<file path="src/hdl/bcc_pkg.sv">
// Shared types and constants for the bubble collapsing conveyor.
// Used by the channel interfaces and every conveyor module; no dependencies.
package bcc_pkg;

   localparam int MAX_SLOTS      = 16;
   localparam int ID_WIDTH       = 8;
   localparam int LEN_WIDTH      = 5;
   localparam int CMD_WIDTH      = 2;
   localparam int COUNT_WIDTH    = $clog2(MAX_SLOTS + 1);
   localparam int SLOT_IDX_WIDTH = (MAX_SLOTS > 1) ? $clog2(MAX_SLOTS) : 1;
   localparam int RESET_LENGTH   = (16 <= MAX_SLOTS) ? 16 : MAX_SLOTS;

   typedef enum logic [CMD_WIDTH-1:0] {
      CMD_INSERT   = 2'd0,
      CMD_ADVANCE  = 2'd1,
      CMD_RETRIEVE = 2'd2
   } cmd_type;

   // one request transaction held in the input register
   typedef struct packed {
      logic                 valid;
      logic [CMD_WIDTH-1:0] command;
      logic [ID_WIDTH-1:0]  package_id;
   } item_type;

   // one response transaction
   typedef struct packed {
      logic                   success;
      logic [ID_WIDTH-1:0]    retrieved_id;
      logic                   exit_occupied;
      logic [COUNT_WIDTH-1:0] occupied_count;
   } result_type;

endpackage

</file>
<file path="src/hdl/bcc_req_if.sv">
// Request channel of the conveyor: valid/ready plus command and package id.
// Depends on bcc_pkg for the field widths.
interface bcc_req_if;
   logic                          valid;
   logic                          ready;
   logic [bcc_pkg::CMD_WIDTH-1:0] command;
   logic [bcc_pkg::ID_WIDTH-1:0]  package_id;

   modport source (output valid, output command, output package_id, input ready);
   modport sink   (input valid, input command, input package_id, output ready);
endinterface

</file>
<file path="src/hdl/bcc_rsp_if.sv">
// Response channel of the conveyor: valid/ready plus the result fields.
// Depends on bcc_pkg for the field widths.
interface bcc_rsp_if;
   logic                            valid;
   logic                            ready;
   logic                            success;
   logic [bcc_pkg::ID_WIDTH-1:0]    retrieved_id;
   logic                            exit_occupied;
   logic [bcc_pkg::COUNT_WIDTH-1:0] occupied_count;

   modport source (output valid, output success, output retrieved_id,
                   output exit_occupied, output occupied_count, input ready);
   modport sink   (input valid, input success, input retrieved_id,
                   input exit_occupied, input occupied_count, output ready);
endinterface

</file>
<file path="src/hdl/bubble_collapsing_conveyor.sv">
// Bubble collapsing conveyor, top level.
// A request is held in the input register until the result register has room, then its response is held there.
// Throughput: one transaction per cycle while the response channel takes results; set by the
// single-pass belt update between the input register and the result register.
// Reset: synchronous, empties every slot, sets belt length to 16, drops held transactions.
// Depends on bcc_pkg, bcc_req_if, bcc_rsp_if and the three bcc_ stage modules.
module bubble_collapsing_conveyor (
   input  logic                          clock,
   input  logic                          reset,
   input  logic                          csr_we,
   input  logic [bcc_pkg::LEN_WIDTH-1:0] csr_wdata,
   bcc_req_if.sink                       req_ch,
   bcc_rsp_if.source                     rsp_ch
);

   bcc_pkg::item_type   item;
   bcc_pkg::result_type result;
   logic                can_push;
   logic                fire;

   // move the held request into the result register when there is room
   assign fire = item.valid && can_push;

   bcc_input_stage u_input (
      .clock  (clock),
      .reset  (reset),
      .req_ch (req_ch),
      .pop    (fire),
      .item   (item)
   );

   bcc_belt u_belt (
      .clock     (clock),
      .reset     (reset),
      .item      (item),
      .fire      (fire),
      .csr_we    (csr_we),
      .csr_wdata (csr_wdata),
      .result    (result)
   );

   bcc_output_stage u_output (
      .clock    (clock),
      .reset    (reset),
      .push     (fire),
      .result   (result),
      .can_push (can_push),
      .rsp_ch   (rsp_ch)
   );

endmodule

</file>
<file path="src/hdl/bcc_input_stage.sv">
// Input register of the conveyor: captures one request transaction.
// Depends on bcc_pkg and bcc_req_if.
module bcc_input_stage (
   input  logic              clock,
   input  logic              reset,
   bcc_req_if.sink           req_ch,
   input  logic              pop,
   output bcc_pkg::item_type item
);

   logic                          valid_ff, valid_in;
   logic [bcc_pkg::CMD_WIDTH-1:0] command_ff;
   logic [bcc_pkg::ID_WIDTH-1:0]  package_id_ff;
   logic                          accept;

   // take a new transaction when empty or when the held one leaves
   assign req_ch.ready = !valid_ff || pop;
   assign accept       = req_ch.valid && req_ch.ready;

   always_comb begin
      valid_in = valid_ff;
      if (accept) begin
         valid_in = 1'b1;
      end else if (pop) begin
         valid_in = 1'b0;
      end
   end

   always_ff @(posedge clock) begin
      if (reset) begin
         valid_ff <= 1'b0;
      end else begin
         valid_ff <= valid_in;
      end
   end

   // hold payload until replaced
   always_ff @(posedge clock) begin
      if (accept) begin
         command_ff    <= req_ch.command;
         package_id_ff <= req_ch.package_id;
      end
   end

   assign item.valid      = valid_ff;
   assign item.command    = command_ff;
   assign item.package_id = package_id_ff;

endmodule

</file>
<file path="src/hdl/bcc_belt.sv">
// Belt state (slot valid bits, ids, length, count) and the one-pass update
// for insert, advance and retrieve. Depends on bcc_pkg.
module bcc_belt (
   input  logic                            clock,
   input  logic                            reset,
   input  bcc_pkg::item_type               item,
   input  logic                            fire,
   input  logic                            csr_we,
   input  logic [bcc_pkg::LEN_WIDTH-1:0]   csr_wdata,
   output bcc_pkg::result_type             result
);

   localparam int N = bcc_pkg::MAX_SLOTS;

   logic [bcc_pkg::LEN_WIDTH-1:0]      len_ff, len_in;
   logic [N-1:0]                       valid_ff, valid_in, step_valid;
   logic [bcc_pkg::ID_WIDTH-1:0]       id_ff [N];
   logic [bcc_pkg::ID_WIDTH-1:0]       id_in [N];
   logic [bcc_pkg::COUNT_WIDTH-1:0]    count_ff, count_in, step_count;
   logic [bcc_pkg::SLOT_IDX_WIDTH-1:0] exit_idx;
   logic [N:0]                         valid_ext;
   logic [N:0]                         move_ext;
   logic [N-1:0]                       len_mask;
   logic                               cfg_ok;
   logic                               success;
   logic [bcc_pkg::ID_WIDTH-1:0]       got_id;

   assign exit_idx  = bcc_pkg::SLOT_IDX_WIDTH'(len_ff - bcc_pkg::LEN_WIDTH'(1));
   assign valid_ext = {1'b0, valid_ff};
   assign cfg_ok    = csr_we && (csr_wdata != '0)
                      && (int'(csr_wdata) <= bcc_pkg::MAX_SLOTS);

   // slots in use
   always_comb begin
      for (int i = 0; i < N; i++) begin
         len_mask[i] = (i < int'(len_ff));
      end
   end

   // move chain from the exit toward the entry: a slot moves if the next slot
   // is empty or is itself moving, and the next slot lies inside the belt
   always_comb begin
      move_ext[N] = 1'b0;
      for (int i = N - 1; i >= 0; i--) begin
         move_ext[i] = (i + 1 < int'(len_ff)) && valid_ext[i]
                       && (!valid_ext[i+1] || move_ext[i+1]);
      end
   end

   // apply the command
   always_comb begin
      step_valid = valid_ff;
      step_count = count_ff;
      id_in      = id_ff;
      success    = 1'b0;
      got_id     = '0;
      if (fire) begin
         unique case (item.command)
            bcc_pkg::CMD_INSERT: begin
               if (!valid_ff[0]) begin
                  step_valid[0] = 1'b1;
                  id_in[0]      = item.package_id;
                  step_count    = count_ff + bcc_pkg::COUNT_WIDTH'(1);
                  success       = 1'b1;
               end
            end
            bcc_pkg::CMD_ADVANCE: begin
               step_valid[0] = valid_ff[0] && !move_ext[0];
               for (int i = 1; i < N; i++) begin
                  step_valid[i] = (valid_ff[i] && !move_ext[i]) || move_ext[i-1];
                  if (move_ext[i-1]) begin
                     id_in[i] = id_ff[i-1];
                  end
               end
               success = |move_ext[N-1:0];
            end
            bcc_pkg::CMD_RETRIEVE: begin
               if (valid_ff[exit_idx]) begin
                  step_valid[exit_idx] = 1'b0;
                  got_id               = id_ff[exit_idx];
                  step_count           = count_ff - bcc_pkg::COUNT_WIDTH'(1);
                  success              = 1'b1;
               end
            end
            default: begin
            end
         endcase
      end
   end

   // a length write of 1 to MAX_SLOTS empties the belt; other values are ignored
   always_comb begin
      len_in   = len_ff;
      valid_in = step_valid;
      count_in = step_count;
      if (cfg_ok) begin
         len_in   = csr_wdata;
         valid_in = '0;
         count_in = '0;
      end
   end

   assign result.success        = success;
   assign result.retrieved_id   = got_id;
   assign result.exit_occupied  = step_valid[exit_idx];
   assign result.occupied_count = step_count;

   always_ff @(posedge clock) begin
      if (reset) begin
         len_ff   <= bcc_pkg::LEN_WIDTH'(bcc_pkg::RESET_LENGTH);
         valid_ff <= '0;
         count_ff <= '0;
      end else begin
         len_ff   <= len_in;
         valid_ff <= valid_in;
         count_ff <= count_in;
      end
   end

   always_ff @(posedge clock) begin
      id_ff <= id_in;
   end

   // running count tracks the valid bits
   a_count_matches: assert property (@(posedge clock) disable iff (reset)
      count_ff == bcc_pkg::COUNT_WIDTH'($countones(valid_ff)))
      else $error("occupancy count out of step with slot valid bits");

   // nothing occupies a slot past the exit
   a_no_slot_past_exit: assert property (@(posedge clock) disable iff (reset)
      (valid_ff & ~len_mask) == '0)
      else $error("slot beyond belt length is occupied");

   // advance keeps the number of packages
   a_advance_keeps_count: assert property (@(posedge clock) disable iff (reset)
      fire && (item.command == bcc_pkg::CMD_ADVANCE) && !csr_we
      |=> count_ff == $past(count_ff))
      else $error("advance changed occupancy count");

   // insert without a length write always leaves the entry occupied
   a_insert_fills_entry: assert property (@(posedge clock) disable iff (reset)
      fire && (item.command == bcc_pkg::CMD_INSERT) && !csr_we |=> valid_ff[0])
      else $error("entry slot empty after insert");

endmodule

</file>
<file path="src/hdl/bcc_output_stage.sv">
// Result register of the conveyor: holds one response transaction.
// Depends on bcc_pkg and bcc_rsp_if.
module bcc_output_stage (
   input  logic                clock,
   input  logic                reset,
   input  logic                push,
   input  bcc_pkg::result_type result,
   output logic                can_push,
   bcc_rsp_if.source           rsp_ch
);

   logic                valid_ff, valid_in;
   bcc_pkg::result_type result_ff;

   // room when empty or when the held result is taken now
   assign can_push = !valid_ff || rsp_ch.ready;

   always_comb begin
      valid_in = valid_ff;
      if (push) begin
         valid_in = 1'b1;
      end else if (rsp_ch.ready) begin
         valid_in = 1'b0;
      end
   end

   always_ff @(posedge clock) begin
      if (reset) begin
         valid_ff <= 1'b0;
      end else begin
         valid_ff <= valid_in;
      end
   end

   always_ff @(posedge clock) begin
      if (push) begin
         result_ff <= result;
      end
   end

   assign rsp_ch.valid          = valid_ff;
   assign rsp_ch.success        = result_ff.success;
   assign rsp_ch.retrieved_id   = result_ff.retrieved_id;
   assign rsp_ch.exit_occupied  = result_ff.exit_occupied;
   assign rsp_ch.occupied_count = result_ff.occupied_count;

endmodule
</file>
<file path="src/flat_wrapper.sv">
// flat-port wrapper written by rule: the top's interface ports become plain ports
module bubble_collapsing_conveyor_flat 
  (clock, reset, csr_we, csr_wdata, req_ch_valid, req_ch_command, req_ch_package_id, req_ch_ready, rsp_ch_valid, rsp_ch_success, rsp_ch_retrieved_id, rsp_ch_exit_occupied, rsp_ch_occupied_count, rsp_ch_ready);
  bcc_req_if req_ch_i ();
  bcc_rsp_if rsp_ch_i ();
  input  logic clock;
  input  logic reset;
  input  logic csr_we;
  input  logic [bcc_pkg::LEN_WIDTH-1:0] csr_wdata;
  input wire logic [$bits(req_ch_i.valid)-1:0] req_ch_valid;
  input wire logic [$bits(req_ch_i.command)-1:0] req_ch_command;
  input wire logic [$bits(req_ch_i.package_id)-1:0] req_ch_package_id;
  output wire logic [$bits(req_ch_i.ready)-1:0] req_ch_ready;
  output wire logic [$bits(rsp_ch_i.valid)-1:0] rsp_ch_valid;
  output wire logic [$bits(rsp_ch_i.success)-1:0] rsp_ch_success;
  output wire logic [$bits(rsp_ch_i.retrieved_id)-1:0] rsp_ch_retrieved_id;
  output wire logic [$bits(rsp_ch_i.exit_occupied)-1:0] rsp_ch_exit_occupied;
  output wire logic [$bits(rsp_ch_i.occupied_count)-1:0] rsp_ch_occupied_count;
  input wire logic [$bits(rsp_ch_i.ready)-1:0] rsp_ch_ready;
  assign req_ch_i.valid = req_ch_valid;
  assign req_ch_i.command = req_ch_command;
  assign req_ch_i.package_id = req_ch_package_id;
  assign req_ch_ready = req_ch_i.ready;
  assign rsp_ch_valid = rsp_ch_i.valid;
  assign rsp_ch_success = rsp_ch_i.success;
  assign rsp_ch_retrieved_id = rsp_ch_i.retrieved_id;
  assign rsp_ch_exit_occupied = rsp_ch_i.exit_occupied;
  assign rsp_ch_occupied_count = rsp_ch_i.occupied_count;
  assign rsp_ch_i.ready = rsp_ch_ready;
  bubble_collapsing_conveyor u_core (.clock(clock), .reset(reset), .csr_we(csr_we), .csr_wdata(csr_wdata), .req_ch(req_ch_i), .rsp_ch(rsp_ch_i));
endmodule
</file>
<file path="config.mk">
export PLATFORM = sky130hd
export DESIGN_NAME = bubble_collapsing_conveyor_flat
export DESIGN_NICKNAME = d
export VERILOG_FILES = /design/src/hdl/bcc_pkg.sv /design/src/hdl/bcc_req_if.sv /design/src/hdl/bcc_rsp_if.sv /design/src/hdl/bubble_collapsing_conveyor.sv /design/src/hdl/bcc_input_stage.sv /design/src/hdl/bcc_belt.sv /design/src/hdl/bcc_output_stage.sv /design/src/flat_wrapper.sv
export SDC_FILE = /design/constraint.sdc
export NUM_CORES = 1
export LEC_CHECK = 0
export BUFFER_PORTS_ARGS = -buffer_cell sky130_fd_sc_hd__buf_2
export CORE_MARGIN = 10
export CORE_UTILIZATION = 47
export CTS_CLUSTER_SIZE = 12
export DETAILED_ROUTE_END_ITERATION = 10
export SKIP_LAST_GASP = 1
export SYNTH_ARGS = -nofsm -noshare
export SYNTH_HDL_FRONTEND = slang
export SYNTH_HIERARCHICAL = 1
export SYNTH_SLANG_ARGS = --single-unit
</file>
<file path="constraint.sdc">
create_clock -name clock -period 6.4 [get_ports clock]
set_input_delay 0.32 -clock clock [delete_from_list [all_inputs] [get_ports clock]]
set_output_delay 0.32 -clock clock [all_outputs]
set_load 0.02 [all_outputs]
</file>
# After elaboration in Yosys (flattened, before gate mapping)
# Index checks and enable logic that the tools add are counted.
# W data, S select, Z words.
# op_classes
n_addsub,3
magnitude_cmp,20
eq_ne,2
mux,24
n_bitwise,4
n_reduce_logical,140
# ops
cell,count
$logic_and A1 B1 Y1,52
$reduce_and A3 Y1,16
$lt A4 B5 Y1 const A,8
$logic_not A1 Y1,33
$bmux W8 S4,1
$logic_or A1 B1 Y1,32
$mux W16,2
$pmux W15 S2,1
$lt A3 B5 Y1 const A,4
$and A16 B16 Y16,1
$mux W8,2
$not A16 Y16,1
$reduce_or A16 Y1,1
$mux W5,3
$lt A2 B5 Y1 const A,2
$pmux W5 S2,1
$mux W1,9
$bmux W1 S4,2
$pmux W1 S3,2
$add A5 B1 Y5 const B,1
$ge A5 B5 Y1 const B,1
$le A5 B5 Y1 const B,1
$lt A1 B5 Y1 const A,1
$lt A4 B5 Y1 const B,1
other kinds (14),15
# word_totals
reg_bits,181
input_bits,20

# Logic depth before layout (Yosys ltp)
# depth
depth_word,38
mapped_depth,14
ltp_nobuf,10

# Cells and area by module
# The synthesis kept the hierarchy.
# modules_own_cells
module,instances,cells_per_inst,area_each_um2,seq_area_each_um2
bcc_belt,1,607,7862.5,4364.2
bcc_output_stage,1,19,496.7,470.5
bcc_input_stage,1,16,362.8,320.3
bubble_collapsing_conveyor,1,1,6.3,0.0

# Least setup slack after synthesis
# No wires, ideal clock.
# synth_timing
kind,register -> register
startpoint,register u_core/u_belt/len_ff[1] in the netlist's numbering
endpoint,"register u_core.u_output.result_ff, in the netlist u_core/u_output/rsp_ch.exit_occupied (data pin)"
setup_time_ns,0.268
arrival_ns,2.793
required_time_ns,6.132
path_slack_ns,3.338
path_stages_with_launch,14
period_less_slack_ns,3.062
cell_sequence,dfxtp_1 buf_4 buf_2 inv_1 ha_1 buf_2 xnor2_2 o221ai_1 nor2_1 a31oi_1 o311ai_0 nand4_1 a221oi_1 nand4_1
# synth_rtl
element,line_no,source
start: declaration,bcc_belt.sv:15,"logic [bcc_pkg::LEN_WIDTH-1:0] len_ff, len_in;"
start signal: assignment,bcc_belt.sv:110,len_ff <= bcc_pkg::LEN_WIDTH'(bcc_pkg::RESET_LENGTH);
start signal: assignment,bcc_belt.sv:114,len_ff <= len_in;
end signal: assignment,bcc_output_stage.sv:37,result_ff <= result;
end: declaration,bcc_output_stage.sv:13,bcc_pkg::result_type result_ff;

==> out/qor.txt <==
fraction of layout cells with a size suffix above 1 -> 21.47%
Synth Flop Type -> edfxtp_1
Routed WL -> 20.93 mm
commonest non-fill, non-tap cell in the layout -> edfxtp_1
Switching Fraction -> 26.54%
number of H-tree levels -> 4
setup TNS -> 0 ps
relative slew slack -> 24.76%
Synth-to-Final Area Change -> 11.30%
clock-pin slew on the worst setup and hold paths -> 90 ps
most frequent cells in the layout -> edfxtp_1, nor2_1, mux4_2, nand2_1, buf_2
Setup violations, final -> 0
Antenna Nets Post-Route -> 0
post-layout minimum cycle time -> 4106 ps
final hold violations -> 0
Distinct cells, synth -> 83
Synth Net Count -> 673
post-synth top area cell -> edfxtp_1
DR vias/cell -> 6.301
I/O pin total -> 37
clock power share -> 42.0%
Antenna Cells -> 0
HP Class -> in2reg
drt pass-1 iters -> 6
Synth area leaders -> edfxtp_1, mux4_2, dfxtp_1
share of the synthesized area in the top cell type -> 52.64%
DP Worst Slack -> 2337 ps
Clock Skews -> 18.45 ps
Power Internal -> 1.909 mW
chip height -> 156.3 µm
CTS tree -> yes
Critical Path RT -> 6700 ps
number of global-route vias before repair -> 5852
Clock Sinks -> 181
worst slew pin tran -> 1129 ps
Rows -> 49
EDFF count, synth -> 153
Clock Tree Root -> clkbuf_16
critical path class -> reg2reg
Max IR drop VDD -> 199.4 µV
gr ovfl total -> 0
Lkg Pwr -> 3.229 nW
crit-path max FO -> 43
cts repair resizes -> 0
Fmax -> 0.2436 GHz
syn_area_per_cell -> 13.57 µm²
Post-Syn Instances -> 643
Synth Register Bits -> 181
final worst setup slack -> 2294 ps
Seq pwr share -> 49.8%
crit end category -> flop
FFs w/ async S/R, synth -> 0%
CTS Buffer Depth -> 2
I/O Buffers -> 36
Yosys warning count -> 6
Comb power frac -> 8.2%
Final GP Congestion -> 1.008
placed cell count -> 877
post-synthesis sequential area ratio -> 59.06%
DR vias -> 5728
TritonCTS buffer count -> 17
Finished Layout Cells -> 909
type of origin of the critical path -> flop
Initial Util -> 48.26%
RSZ-0062 raised after global routing -> false
floorplan die width -> 156.3 µm
Tot GR Track Use -> 17.71%
Final nets -> 697
period utilisation layout -> 64.15%
switching power -> 0.6896 mW
later-pin clock latency in the skew report -> 440 ps
initial antenna violation count -> 0
Synth Cell Area -> 8728 µm²
Core Box Area -> 18090 µm²
Setup Buffers After CTS -> 0
wire length per cell -> 23.02 µm
Final HPWL DP -> 14.86 mm
CTS Hold Buffers Added -> 0
outcome -> completed
global-route wire length before repair -> 33.55 mm
max-slew violations -> 0
MaxCap Viol Count -> 0
die area -> 24420 µm²
CP Data Arrival Time -> 4410 ps
violation count after the first detailed-routing iteration -> 684
largest net degree at the start of global routing -> 44
DRC violation count after routing -> 0
pwr/cell area -> 267.5 nW/µm²
==> worst paths after layout <==
path | from | to | slack, ps | cells past startpoint
worst min register to register | u_core/u_input/package_id_ff[4]$_DFFE_PP_ | u_core/u_belt/id_ff[124]$_DFFE_PP_ | 430 | 0
worst min-delay path | req_ch_command[1] | u_core/u_input/command_ff[1]$_DFFE_PP_ | 40 | 1
worst max register to register | u_core/u_belt/len_ff[1]$_SDFFE_PP0P_ | u_core/u_output/rsp_ch.exit_occupied$_DFFE_PP_ | 2290 | 11
worst max-delay path | u_core/u_belt/len_ff[1]$_SDFFE_PP0P_ | u_core/u_output/rsp_ch.exit_occupied$_DFFE_PP_ | 2290 | 11
==> sequential cells by signal, summed over array words and instances, names as in the netlist, 2 cells and up <==
name,count
u_core/u_output/rsp_ch.retrieved_id,8
u_core/u_output/rsp_ch.occupied_count,5
u_core/u_belt/id_ff,128
u_core/u_belt/count_ff,5
u_core/u_input/package_id_ff,8
u_core/u_input/command_ff,2
u_core/u_belt/valid_ff,16
u_core/u_belt/len_ff,5
==> synth_stat cells (all sizes together), types with 3 or more instances <==
master     n
and2      12
a21o       5
buf       20
o21ai     20
a211oi    10
nand4      3
edfxtp   153
mux2       3
a21oi     32
o211ai     6
nand2b    11
inv       17
nand2     43
dfxtp     28
ha        10
mux2i      6
o22a       4
a22o       3
o2111ai    6
nand3     16
nor4       5
o31ai     11
o311ai     4
clkbuf    24
a2111oi    4
o211a      3
nand3b     3
nor2b      9
nor3      13
nor2      49
o21a       4
a31oi      7
and3      10
mux4      43
==> final cells by class <==
class | count | area, µm²
tap | 229 | 286.5
fill | 1476 | 8372
multi-input combinational | 400 | 3284
sequential | 181 | 5159
clock inverter | 15 | 214.0
clock buffer | 17 | 425.4
timing repair buffer | 49 | 277.8
inverter | 18 | 67.56
==> kinds of logic (layout without fill, tap and decap cells) <==
family | Yosys count | in the layout | synth area share [%]
AND/OR/NAND/NOR | 185 | 185 | 10.88
flip-flops | 181 | 181 | 59.06
AO/OA/AOI/OAI | 150 | 150 | 12.72
buffers and inverters | 62 | 99 | 3.311
multiplexers | 52 | 52 | 12.21
adder cells (fa/ha/maj) | 10 | 10 | 1.433
XOR/XNOR | 3 | 3 | 0.3871
==> worst max-delay path: stages, from the launching register on <==
cell and delay (ps):
dfxtp_1 910, inv_1 230, ha_1 460, buf_4 530
mux4_2 410, and4_1 260, a21oi_1 150, a211oi_1 70
o22a_1 250, a2111oi_0 460, a221oi_1 90, nand4_1 120
==> metal layers <==
metal	global-route usage, %	vias up	part of all wire (%)
met5	0	-	0
met4	5.618	0	2.0
met3	4.249	57	7.1
met2	27.38	261	46
met1	24.22	2813	44
li1	-	2597	-
==> power groups by stage <==
stage / combinational (mW) / clock, mW / sequential [mW]
finish: 0.214 / 1.09 / 1.29
global route: 0.230 / 1.16 / 1.30
CTS: 0.212 / 1.12 / 1.29
detailed placement: 0.211 / 0 / 1.32
global placement: 0.209 / 0 / 1.32
floorplan: 0.155 / 0 / 1.32
==> stage by stage <==
step	power, mW	utilization (%)	area, µm²	hold WS (ps)
2_1_floorplan	1.472	-	8728	382.4
3_3_place_gp	1.530	50.18	9075	402.1
3_5_place_dp	1.532	50.18	9075	407.4
4_1_cts	2.624	53.71	9714	23.65
5_1_grt	2.689	53.71	9714	18.97
6_report	2.599	53.71	9714	44.44
(Power assumes the default switching activity.)
